`config.mk`:
```
export PLATFORM = sky130hd
export DESIGN_NAME = fifo_queue_with_search_flat
export DESIGN_NICKNAME = d
export VERILOG_FILES = /design/src/hdl/fqs_pkg.sv /design/src/hdl/fqs_in_if.sv /design/src/hdl/fqs_out_if.sv /design/src/hdl/fqs_cell.sv /design/src/hdl/fifo_queue_with_search.sv /design/src/flat_wrapper.sv
export SDC_FILE = /design/constraint.sdc
export NUM_CORES = 1
export LEC_CHECK = 0
export ABC_AREA = 0
export BUFFER_PORTS_ARGS = -buffer_cell sky130_fd_sc_hd__buf_2
export CAP_MARGIN = 20
export CORE_MARGIN = 3
export CORE_UTILIZATION = 34
export CTS_CLUSTER_DIAMETER = 50
export DETAILED_ROUTE_END_ITERATION = 6
export SKIP_LAST_GASP = 1
export SLEW_MARGIN = 20
export SYNTH_ARGS = -nofsm -noshare
export SYNTH_HDL_FRONTEND = slang
export SYNTH_SLANG_ARGS = --single-unit
export TNS_END_PERCENT = 5
```
`constraint.sdc`:
```
create_clock -name i_clk -period 6.8 [get_ports i_clk]
set_input_delay 0.34 -clock i_clk [delete_from_list [all_inputs] [get_ports i_clk]]
set_output_delay 0.34 -clock i_clk [all_outputs]
set_load 0.03 [all_outputs]
```
`src/hdl/fqs_pkg.sv`:
```
`timescale 1ns / 1ps

package fqs_pkg;

    // Default sizing of the queue.
    localparam int DEPTH_DEF      = 16;
    localparam int DATA_WIDTH_DEF = 32;

    // Fixed widths of the beat fields.
    localparam int ACTION_W    = 2;
    localparam int VALUE_W     = 32;
    localparam int OCCUPANCY_W = 5;

    // Action codes of an input beat.
    typedef enum logic [ACTION_W-1:0] {
        ACT_ENQ  = 2'd0,
        ACT_DEQ  = 2'd1,
        ACT_CLR  = 2'd2,
        ACT_SRCH = 2'd3
    } t_action;

    // Operation broadcast from the top level to every cell.
    typedef struct packed {
        logic enq;
        logic deq;
        logic clr;
    } t_cell_ctrl;

endpackage

```
`src/hdl/fqs_in_if.sv`:
```
`timescale 1ns / 1ps

interface fqs_in_if;

    logic                               valid;
    logic                               ready;
    fqs_pkg::t_action                   action;
    logic signed [fqs_pkg::VALUE_W-1:0] value;

    modport source (output valid, output action, output value, input ready);
    modport sink   (input valid, input action, input value, output ready);

endinterface

```
`src/hdl/fqs_out_if.sv`:
```
`timescale 1ns / 1ps

interface fqs_out_if;

    logic                                   valid;
    logic                                   ready;
    logic signed [fqs_pkg::VALUE_W-1:0]     out_value;
    logic                                   found;
    logic                                   is_empty;
    logic                                   is_full;
    logic                                   underflow;
    logic                                   overflow;
    logic        [fqs_pkg::OCCUPANCY_W-1:0] occupancy;
    logic signed [fqs_pkg::VALUE_W-1:0]     head_value;
    logic signed [fqs_pkg::VALUE_W-1:0]     tail_value;

    modport source (
        output valid, output out_value, output found, output is_empty,
        output is_full, output underflow, output overflow, output occupancy,
        output head_value, output tail_value, input ready
    );
    modport sink (
        input valid, input out_value, input found, input is_empty,
        input is_full, input underflow, input overflow, input occupancy,
        input head_value, input tail_value, output ready
    );

endinterface

```
`src/hdl/fqs_cell.sv`:
```
`timescale 1ns / 1ps

module fqs_cell #(
    parameter int DATA_WIDTH = fqs_pkg::DATA_WIDTH_DEF
) (
    input  logic                  i_clk,
    input  logic                  i_rst_n,
    input  fqs_pkg::t_cell_ctrl   i_ctrl,
    input  logic [DATA_WIDTH-1:0] i_key,
    input  logic                  i_prev_valid,
    input  logic                  i_next_valid,
    input  logic [DATA_WIDTH-1:0] i_next_data,
    output logic                  o_valid,
    output logic [DATA_WIDTH-1:0] o_data,
    output logic                  o_match
);

    logic                  r_valid;
    logic                  n_valid;
    logic [DATA_WIDTH-1:0] r_data;
    logic [DATA_WIDTH-1:0] n_data;

    // The first free cell behind a valid one takes an enqueued value,
    // a dequeue shifts every cell one place toward the head, a clear empties every cell.
    always_comb begin
        n_valid = r_valid;
        n_data  = r_data;
        if (i_ctrl.clr) begin
            n_valid = 1'b0;
        end else if (i_ctrl.deq) begin
            n_valid = i_next_valid;
            n_data  = i_next_data;
        end else if (i_ctrl.enq && !r_valid && i_prev_valid) begin
            n_valid = 1'b1;
            n_data  = i_key;
        end
    end

    // Occupancy flag of the cell.
    always_ff @(posedge i_clk) begin
        if (!i_rst_n) begin
            r_valid <= 1'b0;
        end else begin
            r_valid <= n_valid;
        end
    end

    // Stored value.
    always_ff @(posedge i_clk) begin
        r_data <= n_data;
    end

    // Local comparison against the search key.
    assign o_match = r_valid && (r_data == i_key);
    assign o_valid = r_valid;
    assign o_data  = r_data;

endmodule

```
`src/hdl/fifo_queue_with_search.sv`:
```
`timescale 1ns / 1ps
// Latency: a result beat appears in the cycle after its input beat is taken.
// Throughput: one beat per cycle for every action unless the receiver stalls;
// the search compares the key in all cells of the chain at once and the output
// register decouples the two sides. Reset clears every cell flag, the count, the
// tail register and the output valid flag, so the queue starts empty.

module fifo_queue_with_search #(
    parameter int DEPTH      = fqs_pkg::DEPTH_DEF,
    parameter int DATA_WIDTH = fqs_pkg::DATA_WIDTH_DEF
) (
    input  logic      i_clk,
    input  logic      i_rst_n,
    fqs_in_if.sink    i_in,
    fqs_out_if.source o_out
);

    localparam int CNT_W = $clog2(DEPTH + 1);
    localparam int VW    = fqs_pkg::VALUE_W;

    logic                  cell_valid [DEPTH];
    logic [DATA_WIDTH-1:0] cell_data  [DEPTH];
    logic [DEPTH-1:0]      cell_match;

    logic                  accept;
    fqs_pkg::t_cell_ctrl   ctrl;
    logic [63:0]           key_ext;
    logic [DATA_WIDTH-1:0] key;
    logic [63:0]           key_out_ext;
    logic [63:0]           head_ext;
    logic [63:0]           second_ext;
    logic                  is_empty;
    logic                  is_full;

    logic [CNT_W-1:0] r_count;
    logic [CNT_W-1:0] n_count;
    logic [VW-1:0]    r_tail;
    logic [VW-1:0]    n_tail;

    logic                           r_out_valid;
    logic [VW-1:0]                  r_out_value;
    logic [VW-1:0]                  n_out_value;
    logic                           r_found;
    logic                           n_found;
    logic                           r_underflow;
    logic                           n_underflow;
    logic                           r_overflow;
    logic                           n_overflow;
    logic [VW-1:0]                  r_head;
    logic [VW-1:0]                  n_head;

    // Input handshake: a new beat is taken whenever the output slot frees.
    assign i_in.ready = !r_out_valid || o_out.ready;
    assign accept     = i_in.valid && i_in.ready;

    // The key keeps its low DATA_WIDTH bits, sign-extended back for output.
    assign key_ext     = 64'($signed(i_in.value));
    assign key         = key_ext[DATA_WIDTH-1:0];
    assign key_out_ext = 64'($signed(key));
    assign head_ext    = 64'($signed(cell_data[0]));
    assign second_ext  = 64'($signed(cell_data[1]));

    assign is_empty = !cell_valid[0];
    assign is_full  = cell_valid[DEPTH-1];

    // Operation broadcast to the chain.
    always_comb begin
        ctrl.enq = accept && (i_in.action == fqs_pkg::ACT_ENQ);
        ctrl.deq = accept && (i_in.action == fqs_pkg::ACT_DEQ);
        ctrl.clr = accept && (i_in.action == fqs_pkg::ACT_CLR);
    end

    // Chain of cells, cell 0 at the head.
    for (genvar g = 0; g < DEPTH; g++) begin : g_cell
        logic                  prev_valid;
        logic                  next_valid;
        logic [DATA_WIDTH-1:0] next_data;

        if (g == 0) begin : g_first
            assign prev_valid = 1'b1;
        end else begin : g_rest
            assign prev_valid = cell_valid[g-1];
        end

        if (g == DEPTH - 1) begin : g_last
            assign next_valid = 1'b0;
            assign next_data  = cell_data[g];
        end else begin : g_inner
            assign next_valid = cell_valid[g+1];
            assign next_data  = cell_data[g+1];
        end

        fqs_cell #(
            .DATA_WIDTH (DATA_WIDTH)
        ) u_cell (
            .i_clk        (i_clk),
            .i_rst_n      (i_rst_n),
            .i_ctrl       (ctrl),
            .i_key        (key),
            .i_prev_valid (prev_valid),
            .i_next_valid (next_valid),
            .i_next_data  (next_data),
            .o_valid      (cell_valid[g]),
            .o_data       (cell_data[g]),
            .o_match      (cell_match[g])
        );
    end

    // Result of the accepted beat and the queue status after it.
    always_comb begin
        n_count     = r_count;
        n_tail      = r_tail;
        n_out_value = '0;
        n_found     = 1'b0;
        n_underflow = 1'b0;
        n_overflow  = 1'b0;
        n_head      = is_empty ? '0 : head_ext[VW-1:0];
        case (i_in.action)
            fqs_pkg::ACT_ENQ: begin
                if (is_full) begin
                    n_overflow = 1'b1;
                end else begin
                    n_count = r_count + CNT_W'(1);
                    n_tail  = key_out_ext[VW-1:0];
                    if (is_empty) begin
                        n_head = key_out_ext[VW-1:0];
                    end
                end
            end
            fqs_pkg::ACT_DEQ: begin
                if (is_empty) begin
                    n_underflow = 1'b1;
                end else begin
                    n_out_value = head_ext[VW-1:0];
                    n_count     = r_count - CNT_W'(1);
                    n_head      = cell_valid[1] ? second_ext[VW-1:0] : '0;
                    if (r_count == CNT_W'(1)) begin
                        n_tail = '0;
                    end
                end
            end
            fqs_pkg::ACT_CLR: begin
                n_count = '0;
                n_tail  = '0;
                n_head  = '0;
            end
            fqs_pkg::ACT_SRCH: begin
                n_found = |cell_match;
            end
            default: begin
                n_found = 1'b0;
            end
        endcase
    end

    // Count, tail and output beat valid.
    always_ff @(posedge i_clk) begin
        if (!i_rst_n) begin
            r_count     <= '0;
            r_tail      <= '0;
            r_out_valid <= 1'b0;
        end else begin
            if (accept) begin
                r_count     <= n_count;
                r_tail      <= n_tail;
                r_out_valid <= 1'b1;
            end else if (o_out.ready) begin
                r_out_valid <= 1'b0;
            end
        end
    end

    // Output payload register.
    always_ff @(posedge i_clk) begin
        if (accept) begin
            r_out_value <= n_out_value;
            r_found     <= n_found;
            r_underflow <= n_underflow;
            r_overflow  <= n_overflow;
            r_head      <= n_head;
        end
    end

    // Status fields follow the count and tail registers directly.
    assign o_out.valid      = r_out_valid;
    assign o_out.out_value  = r_out_value;
    assign o_out.found      = r_found;
    assign o_out.is_empty   = (r_count == '0);
    assign o_out.is_full    = (r_count == CNT_W'(DEPTH));
    assign o_out.underflow  = r_underflow;
    assign o_out.overflow   = r_overflow;
    assign o_out.occupancy  = fqs_pkg::OCCUPANCY_W'(r_count);
    assign o_out.head_value = r_head;
    assign o_out.tail_value = r_tail;

endmodule

```
`src/flat_wrapper.sv`:
```
// flat-port wrapper written by rule: the top's interface ports become plain ports
module fifo_queue_with_search_flat 
#(
    parameter int DEPTH      = fqs_pkg::DEPTH_DEF,
    parameter int DATA_WIDTH = fqs_pkg::DATA_WIDTH_DEF
)
  (i_clk, i_rst_n, i_in_valid, i_in_action, i_in_value, i_in_ready, o_out_valid, o_out_out_value, o_out_found, o_out_is_empty, o_out_is_full, o_out_underflow, o_out_overflow, o_out_occupancy, o_out_head_value, o_out_tail_value, o_out_ready);
  fqs_in_if i_in_i ();
  fqs_out_if o_out_i ();
  input  logic i_clk;
  input  logic i_rst_n;
  input wire logic [$bits(i_in_i.valid)-1:0] i_in_valid;
  input wire logic [$bits(i_in_i.action)-1:0] i_in_action;
  input wire logic [$bits(i_in_i.value)-1:0] i_in_value;
  output wire logic [$bits(i_in_i.ready)-1:0] i_in_ready;
  output wire logic [$bits(o_out_i.valid)-1:0] o_out_valid;
  output wire logic [$bits(o_out_i.out_value)-1:0] o_out_out_value;
  output wire logic [$bits(o_out_i.found)-1:0] o_out_found;
  output wire logic [$bits(o_out_i.is_empty)-1:0] o_out_is_empty;
  output wire logic [$bits(o_out_i.is_full)-1:0] o_out_is_full;
  output wire logic [$bits(o_out_i.underflow)-1:0] o_out_underflow;
  output wire logic [$bits(o_out_i.overflow)-1:0] o_out_overflow;
  output wire logic [$bits(o_out_i.occupancy)-1:0] o_out_occupancy;
  output wire logic [$bits(o_out_i.head_value)-1:0] o_out_head_value;
  output wire logic [$bits(o_out_i.tail_value)-1:0] o_out_tail_value;
  input wire logic [$bits(o_out_i.ready)-1:0] o_out_ready;
  assign i_in_i.valid = i_in_valid;
  assign i_in_i.action = i_in_action;
  assign i_in_i.value = i_in_value;
  assign i_in_ready = i_in_i.ready;
  assign o_out_valid = o_out_i.valid;
  assign o_out_out_value = o_out_i.out_value;
  assign o_out_found = o_out_i.found;
  assign o_out_is_empty = o_out_i.is_empty;
  assign o_out_is_full = o_out_i.is_full;
  assign o_out_underflow = o_out_i.underflow;
  assign o_out_overflow = o_out_i.overflow;
  assign o_out_occupancy = o_out_i.occupancy;
  assign o_out_head_value = o_out_i.head_value;
  assign o_out_tail_value = o_out_i.tail_value;
  assign o_out_i.ready = o_out_ready;
  fifo_queue_with_search #(.DEPTH(DEPTH), .DATA_WIDTH(DATA_WIDTH)) u_core (.i_clk(i_clk), .i_rst_n(i_rst_n), .i_in(i_in_i), .o_out(o_out_i));
endmodule
```
==> impl_summary.txt, run 1 <==
----------------------------------------------------
[Outcome]
  Status ... complete, no violations

[Pwr]
  Comb pwr share ... 11.4%
  Pwr dens ... 262 nW/µm²
  Max rail drop VDD ... 0.000201 V
  Switch share ... between 20% and 30%
  Sequential power share ... roughly half
  Int Power ... 0.00688 W
  Sw power ... 0.00241 W
  Standby leakage power ... roughly 15 nW
  Relative contribution of the clock network to total power ... 39.6%

[Synth]
  Xor and xnor fraction of the mapped netlist area ... 14.3%
  Synth async-reset ratio ... 0%
  Post-synthesis compound-gate area fraction ... 14.7%
  Dominant synthesized flop cell ... sky130_fd_sc_hd__edfxtp_1
  Yosys synthesis warning count ... 0
  Post-synth design cell area ... 31500 µm²
  Post-Synth Adder-Cell Area ... 0.358%
  #FFs+latches synth ... between 600 and 700
  Number of instances in the synthesized netlist ... 2428
  Synth unique cells ... 43
  Multiplexer area fraction after synthesis ... 0.0636%
  Synthesized Nets ... 2475
  Main combinational cell family by area after synthesis ... compound AO/OA/AOI/OAI gates
  Number of enable-type register cells in the synthesized netlist ... 579
  Average cell area after synthesis ... between 10 and 15 µm²
  Area fraction in and, or, nand and nor cells after synthesis ... 7.46%
  Portion of the post-synthesis area used by sequential elements ... between 50% and 60%

[Global routing]
  Leftover overflow at the end of global routing ... 0
  Via count of the first global-routing pass ... ~21000
  Largest net degree at the start of global routing ... between 100 and 150
  Global-route wire length before repair ... 145000 µm
  Global routing usage summed across all routing layers ... 20.6%
  Number of antenna violations at the first check in global routing ... 4

[Timing]
  Setup Viol. Count Final ... 0
  FMAX ... 317 MHz
  RSZ-0062 raised after global routing ... no
  Max-Slew Margin vs Limit ... between 20% and 30%
  Worst slew pin tran ... 1.10 ns
  Final cycle utilization of the critical path ... 46.4%
  Pins over their slew limit ... 0
  Count of endpoints failing hold in the final timing report ... 0
  Shortest clock period the worst path allows after layout ... ~3.2 ns
  Slack of the critical path ... 3.64 ns
  Post-Route Skew ... 0.0248 ns
  Final-layout setup total negative slack ... 0 ns

[Layout]
  Area added between synthesis and finish ... 12.6%
  Reg area ... roughly 18000 µm²
  Area occupied by multi-input gates ... ~12000 µm²
  Number of nets in the layout ... 2556
  Count of fill cells added during filler insertion ... around 8600
  Share of cells above drive strength 1 ... 14.1%

[Clocking]
  Setup fix buffers added after clock tree synthesis ... 0
  CTS tree ... built
  Clock latency reported for the late side of the worst-skew pair ... 0.63 ns
  Clock net sink count ... 633
  Buffer depth of the longest clock path ... 3
  Hold Buf Count CTS ... 1
  Clock-pin slew on the worst setup and hold paths ... roughly 0.060 ns
  Inserted Clock Buffers ... 69
  CTS root buffer ... sky130_fd_sc_hd__clkbuf_16
  Count of H-tree levels built during CTS ... 3
  Post-cts repair resize count ... 0

[Die]
  Die area ... between 90000 and 100000 µm²
  Total number of placement rows ... 110
  Height of the die ... 310 µm
  Boundary Pins ... roughly 150
  Initial Util ... 34.6%
  Horizontal extent of the die ... 310 µm
  Total core area ... 91000 µm²

[Critical path]
  CP max stage delay ... 0.84 ns
  Type of the worst setup path ... reg2reg
  Critical Path Start Type ... flip-flop
  Timing startpoint of the critical path ... u_core.o_out.valid
  Crit path max fanout ... 70
  Endpoint required time on the critical path ... 7.04 ns
  Type of destination of the critical path ... flip-flop
  Buffers and inverters on the worst path ... 1
  Arrival time at the worst endpoint ... ~3.4 ns
  Internal reg-to-reg setup slack ... 3.64 ns
  Capture point of the worst path ... u_core.g_cell[0].u_cell.o_data[5]
  Chain of cells forming the critical path ... nand2b_1 -> and3_4 -> buf_4 -> a21oi_1 -> a21oi_4
  Reg2Reg Launch Point ... u_core.o_out.valid
  Worst Reg-to-Reg Cells ... 5
  Largest delay share family, worst path ... simple AND/OR/NAND/NOR gates
  Critical path's slowest cell ... sky130_fd_sc_hd__and3_4
  Endpoint of the lowest-slack register-to-register path ... u_core.g_cell[0].u_cell.o_data[5]
  Crit. path cell count ... 5

[Detailed routing]
  Remaining DRCs ... 0
  Wire length reported by the detailed router ... 101000 µm
  Count of nets left with antenna violations after detail routing ... 0
  Average via count per standard cell ... 5.51
  Number of iterations in the first detailed-routing pass ... 5
  Post-detailed-route wirelength per cell ... 26.5 µm
  DRC violation total after the first TritonRoute iteration ... 2485
  Via count of the routed design ... 20900

[Placed design]
  Minimum setup slack after placement ... ~3 ns
  Post-detail-place hpwl ... 66800 µm
  Count of input and output buffers ... 145
  Weighted congestion reported at the end of routability-driven placement ... 0.926

[Hold path]
  Hold Crit Start ... i_rst_n
  Classification of the worst-slack hold path ... in2reg

[Job]
  Max-capacitance violation count ... 0

----------------------------------------------------
## cell usage after synthesis, types with 35 or more instances
library cell / count / area [µm²]
sky130_fd_sc_hd__a21o_1: 482 / 3620
sky130_fd_sc_hd__a21oi_1: 53 / 265
sky130_fd_sc_hd__and3_1: 36 / 225
sky130_fd_sc_hd__buf_2: 85 / 425
sky130_fd_sc_hd__buf_6: 38 / 428
sky130_fd_sc_hd__clkbuf_1: 43 / 161
sky130_fd_sc_hd__dfxtp_1: 54 / 1080
sky130_fd_sc_hd__edfxtp_1: 579 / 17400
sky130_fd_sc_hd__nand2_1: 72 / 270
sky130_fd_sc_hd__nor3_1: 36 / 180
sky130_fd_sc_hd__nor4_1: 114 / 713
sky130_fd_sc_hd__o21ai_0: 35 / 175
sky130_fd_sc_hd__xor2_1: 496 / 4340
## kinds of logic after synthesis
logic type | after synthesis
fa+ha+maj | 9
mux | 2
xor+xnor | 513
flops | 633
simple gates | 397
buf+inv | 224
compound gates | 650
## registers in the layout (all words and copies together) (netlist names)
signal                        cells
u_core.g_cell.u_cell.o_data     512
u_core.g_cell.u_cell.o_valid     16
u_core.o_out.out_value           32
u_core.o_out.tail_value          32
u_core.o_out.underflow            1
u_core.o_out.found                1
u_core.o_out.head_value          32
u_core.o_out.occupancy            5
u_core.o_out.valid                1
u_core.o_out.overflow             1
## tightest hold or removal path: stages
cell and delay (ns):
sky130_fd_sc_hd__buf_2 0.15, sky130_fd_sc_hd__nand2_1 0.11, sky130_fd_sc_hd__nor2_1 0.06
## through the flow
step / instances / utilization [%] / hold WS (ns) / area, µm² / power, W
after floorplan: 2428 / - / 0.439 / 31500 / 0.00530
after CTS: 3793 / 38.8 / 0.0383 / 35300 / 0.00932
final: 3800 / 39.0 / 0.0773 / 35400 / 0.00929
after global routing: 3798 / 39.0 / 0.0404 / 35400 / 0.00955
after global placement: 3664 / 36.4 / 0.438 / 33100 / 0.00565
after detailed placement: 3664 / 36.4 / 0.446 / 33100 / 0.00566
## cell usage in the layout (no fill, tap or decap), types with 34 or more instances in the layout
cell,count
sky130_fd_sc_hd__o21ai_0,35
sky130_fd_sc_hd__a21oi_1,38
sky130_fd_sc_hd__dfxtp_1,54
sky130_fd_sc_hd__nor4_1,114
sky130_fd_sc_hd__buf_4,59
sky130_fd_sc_hd__and3_1,34
sky130_fd_sc_hd__a21o_1,482
sky130_fd_sc_hd__clkbuf_16,73
sky130_fd_sc_hd__buf_2,145
sky130_fd_sc_hd__edfxtp_1,579
sky130_fd_sc_hd__xor2_1,496
sky130_fd_sc_hd__nor3_1,36
sky130_fd_sc_hd__nand2_1,72
## worst min path at each step
| stage | end | slack, ns | cells past startpoint |
|---|---|---|---|
| global placement | u_core.o_out.tail_value[24] | 0.44 | 2 |
| finish | u_core.o_out.occupancy[0] | 0.08 | 3 |
| detailed placement | u_core.o_out.tail_value[10] | 0.45 | 2 |
| CTS | u_core.o_out.occupancy[0] | 0.04 | 3 |
| global route | u_core.o_out.occupancy[0] | 0.04 | 3 |
| floorplan | u_core.g_cell[15].u_cell.o_data[0] | 0.44 | 0 |
## final cells by class
| cell class | instances | area share, % |
|---|---|---|
| Sequential cell | 633 | 52.1 |
| Multi-Input combinational cell | 1571 | 33.3 |
| Clock buffer | 92 | 5.38 |
| Tap cell | 1232 | 4.35 |
| Timing Repair Buffer | 212 | 3.78 |
| Clock inverter | 36 | 0.798 |
| Inverter | 22 | 0.233 |
| Antenna cell | 2 | 0.0141 |
## power groups by stage
stage               sequential (W)  combinational [W]  clock, W
floorplan                  0.00466           0.000643         0
global placement           0.00462            0.00102         0
detailed placement         0.00463            0.00104         0
CTS                        0.00455            0.00105   0.00372
global route               0.00456            0.00113   0.00387
finish                     0.00455            0.00106   0.00368
## metal layers
| layer | vias up | share of wire (%) | global-route usage, % |
|---|---|---|---|
| met5 | - | 0.0089 | 0 |
| met4 | 2 | 3.7 | 7.50 |
| met3 | 196 | 8.3 | 4.15 |
| met2 | 1038 | 46 | 32.9 |
| met1 | 10600 | 42 | 27.9 |
| li1 | 9074 | - | - |
Power figures use the tool's default switching activity.
==> inputs of run 2 (changes only) <==
==> constraint.sdc (replaced) <==
create_clock -name i_clk -period 2.6 [get_ports i_clk]
set_input_delay 0.13 -clock i_clk [delete_from_list [all_inputs] [get_ports i_clk]]
set_output_delay 0.13 -clock i_clk [all_outputs]
set_load 0.03 [all_outputs]
==> run 2 against run 1 <==
Net effect:
- register-to-register slack got worse by 3.6 ns
- core utilization rose by 1.9 points
- total power grew to 2.7 times the previous value
- setup slack got worse by 3.6 ns
- die area unchanged
- highest routed layer unchanged
- critical path depth up 5
- clock skew is 0.0034 ns lower
- combinational power increased to 2.9 times the previous value
- non-clock buffer count is 133 higher
- final cell count is 3.4% higher
- sequential power rose to 2.6 times the previous value
==> impl_summary.txt, run 2 (synthesis gave the netlist of run 1 again) <==
----------------------------------------------------
[Layout]
  Antenna Diode Count ... 0 (was 2)
  Area occupied by multi-input gates ... 11800 µm² (unchanged)
  Non-filler cells, final ... 3929 (was 3800)
  Most common library cell in the layout ignoring fill and taps ... sky130_fd_sc_hd__edfxtp_1 (unchanged)
  Count of fill cells added during filler insertion ... 8377 (was 8570)
  Share of cells above drive strength 1 ... 17.6% (was 14.1%)
  Reg area ... 18500 µm² (unchanged)
  Area added between synthesis and finish ... 18.2% (was 12.6%)
  Max FFs per register ... 512 (unchanged)
  Commonest cells after routing, fill and taps aside ... 579 x sky130_fd_sc_hd__edfxtp_1, 496 x sky130_fd_sc_hd__xor2_1, 482 x sky130_fd_sc_hd__a21o_1 (unchanged)
  Number of nets in the layout ... 2691 (was 2556)

[Timing]
  Setup Viol. Count Final ... 0 (unchanged)
  Shortest clock period the worst path allows after layout ... about 2.6 ns
  RSZ-0062 raised after global routing ... no (unchanged)
  Max-Slew Margin vs Limit ... 38.1% (was 26.8%)
  Count of endpoints failing hold in the final timing report ... 0 (unchanged)
  Post-Route Skew ... 0.0215 ns (was 0.0248 ns)
  FMAX ... 387 MHz
  Pins over their slew limit ... 0 (unchanged)
  Final cycle utilization of the critical path ... 99.3%
  Worst slew pin tran ... 0.929 ns (was 1.10 ns)

[Outcome]
  Status ... complete, no violations (unchanged)

[Die]
  Total core area ... 91000 µm² (unchanged)
  Boundary Pins ... 146 (unchanged)
  Horizontal extent of the die ... 310 µm (unchanged)
  Initial Util ... 34.6% (unchanged)
  Die area ... 96300 µm² (unchanged)
  Total number of placement rows ... 110 (unchanged)
  Height of the die ... 310 µm (unchanged)

[Critical path]
  Worst Reg-to-Reg Cells ... 7 (was 5)
  Endpoint of the lowest-slack register-to-register path ... u_core.o_out.found (was u_core.g_cell[0].u_cell.o_data[5])
  Type of destination of the critical path ... flip-flop (unchanged)
  Internal reg-to-reg setup slack ... 0.06 ns (was 3.64 ns)
  Endpoint required time on the critical path ... 3.06 ns (was 7.04 ns)
  Critical Path Start Type ... primary input (was flip-flop)
  Crit path max fanout ... 11 (was 70)
  Type of the worst setup path ... in2reg (was reg2reg)
  Arrival time at the worst endpoint ... 3.05 ns (was 3.39 ns)
  Reg2Reg Launch Point ... u_core.g_cell[0].u_cell.o_data[0] (was u_core.o_out.valid)

[Hold path]
  Classification of the worst-slack hold path ... in2reg (unchanged)
  Hold-critical path endpoint ... u_core.g_cell[15].u_cell.o_data[20] (was u_core.o_out.occupancy[0])
  Number of cells on the worst hold path ... 2 (was 3)
  Hold Crit Start ... i_in_value[20] (was i_rst_n)

[Clocking]
  CTS root buffer ... sky130_fd_sc_hd__clkbuf_16 (unchanged)
  Count of H-tree levels built during CTS ... 3 (unchanged)
  Buffer depth of the longest clock path ... 3 (unchanged)
  Inserted Clock Buffers ... 71 (was 69)
  Clock-pin slew on the worst setup and hold paths ... 0.06 ns (about the same)
  Clock latency reported for the late side of the worst-skew pair ... 0.62 ns (was 0.63 ns)
  CTS tree ... built (unchanged)
  Clock net sink count ... 633 (unchanged)

[Detailed routing]
  Average via count per standard cell ... 5.52 (was 5.51)
  Wire length reported by the detailed router ... 106000 µm (was 101000 µm)
  Remaining DRCs ... 0 (unchanged)
  Number of iterations in the first detailed-routing pass ... 5 (unchanged)
  Via count of the routed design ... 21700 (was 20900)
  Count of nets left with antenna violations after detail routing ... 0 (unchanged)
  Post-detailed-route wirelength per cell ... 26.9 µm (was 26.5 µm)
  DRC violation total after the first TritonRoute iteration ... 2745 (was 2485)

[Pwr]
  Pwr dens ... 676 nW/µm² (was 262 nW/µm²)
  Total power consumption of the routed design ... 0.0252 W (was 0.00929 W)
  Max rail drop VDD ... 0.000467 V (was 0.000201 V)
  Standby leakage power ... 15.4 nW (was 14.5 nW)

[Global routing]
  Met3 Usage GRT ... 4.00% (was 4.15%)
  Leftover overflow at the end of global routing ... 0 (unchanged)
  Grt met1 use ... 29.2% (was 27.9%)
  Via count of the first global-routing pass ... 21600 (was 20900)
  Global routing usage summed across all routing layers ... 21.7% (was 20.6%)
  Largest net degree at the start of global routing ... 129 (was 106)
  Global routing usage on met2 ... 34.9% (was 32.9%)
  Number of antenna violations at the first check in global routing ... 3 (was 4)
  Global-route wire length before repair ... 152000 µm (was 145000 µm)
  GR peak layer ... met2 (unchanged)

[Placed design]
  Weighted congestion reported at the end of routability-driven placement ... 0.942 (was 0.926)
  Instance count after placement with tap cells included ... 3777 (was 3664)
  Post-detail-place hpwl ... 75300 µm (was 66800 µm)
  Count of input and output buffers ... 145 (unchanged)

[Job]
  Max-capacitance violation count ... 0 (unchanged)

----------------------------------------------------
==> run 2: critical path: stages <==
cell                            delay (ns)
sky130_fd_sc_hd__dlygate4sd3_1        0.52
sky130_fd_sc_hd__buf_2                0.21
sky130_fd_sc_hd__buf_4                0.30
sky130_fd_sc_hd__xor2_1               0.10
sky130_fd_sc_hd__nor4_1               0.58
sky130_fd_sc_hd__nand4_1              0.16
sky130_fd_sc_hd__nor3_1               0.49
sky130_fd_sc_hd__buf_4                0.25
sky130_fd_sc_hd__nor4_1               0.09
sky130_fd_sc_hd__a41oi_1              0.19
==> run 2: repair_timing <==
action / CTS / global route
gates resized for setup: 0 / 0
setup buffers: 0 / 0
setup endpoints to repair: 0 / 0
hold buffers: 26 / 0
hold endpoints to repair: 38 / 0
==> run 2: per-layer routing <==
layer  wire [µm]  vias up
li1            -     9350
met1       43700    11000
met2       49000     1134
met3        9090      219
met4        4090        2
met5           9        -
==> run 2: area by class of cell <==
cell class	count	area share [%]
clock inverters	24	0.730
clock buffers	102	5.53
flip-flops and latches	633	49.6
repair buffers	345	7.98
multi-input cells	1571	31.8
inverters	22	0.222
well taps	1232	4.14
==> run 2: through the flow <==
stage | utilization, % | area, µm² | setup slack (ns) | hold WS (ns) | TNS, ns
finish | 40.9 | 37200 | 0.0186 | 0.0335 | 0
global route | 40.9 | 37200 | 0.0268 | 0.0171 | 0
CTS | 40.9 | 37200 | 0.0131 | 0.00312 | 0
detailed placement | 38.1 | 34600 | -0.0931 | 0.392 | -0.0931
global placement | 38.0 | 34600 | -0.00970 | 0.388 | -0.00970
floorplan | - | 31700 | 0.0313 | 0.229 | 0
==> run 2: report_power, final <==
part	internal, W	leakage [nW]	switching (W)
sequential	0.0116	5.81	0.000292
clock	0.00602	1.13	0.00417
combinational	0.00111	8.47	0.00197
total	0.0187	15.4	0.00643
==> run 2: worst max-delay path by stage <==
| stage | from | endpoint | slack (ns) | depth (start not counted) |
|---|---|---|---|---|
| after floorplan | u_core.o_out.valid | u_core.g_cell[0].u_cell.o_data[0] | 0.03 | 5 |
| after global placement | i_in_value[0] | u_core.o_out.found | -0.01 | 9 |
| after detailed placement | i_in_value[0] | u_core.o_out.found | -0.09 | 9 |
| after CTS | i_in_value[0] | u_core.o_out.found | 0.01 | 10 |
| after global routing | i_in_value[0] | u_core.o_out.found | 0.03 | 10 |
| final | i_in_value[0] | u_core.o_out.found | 0.02 | 10 |
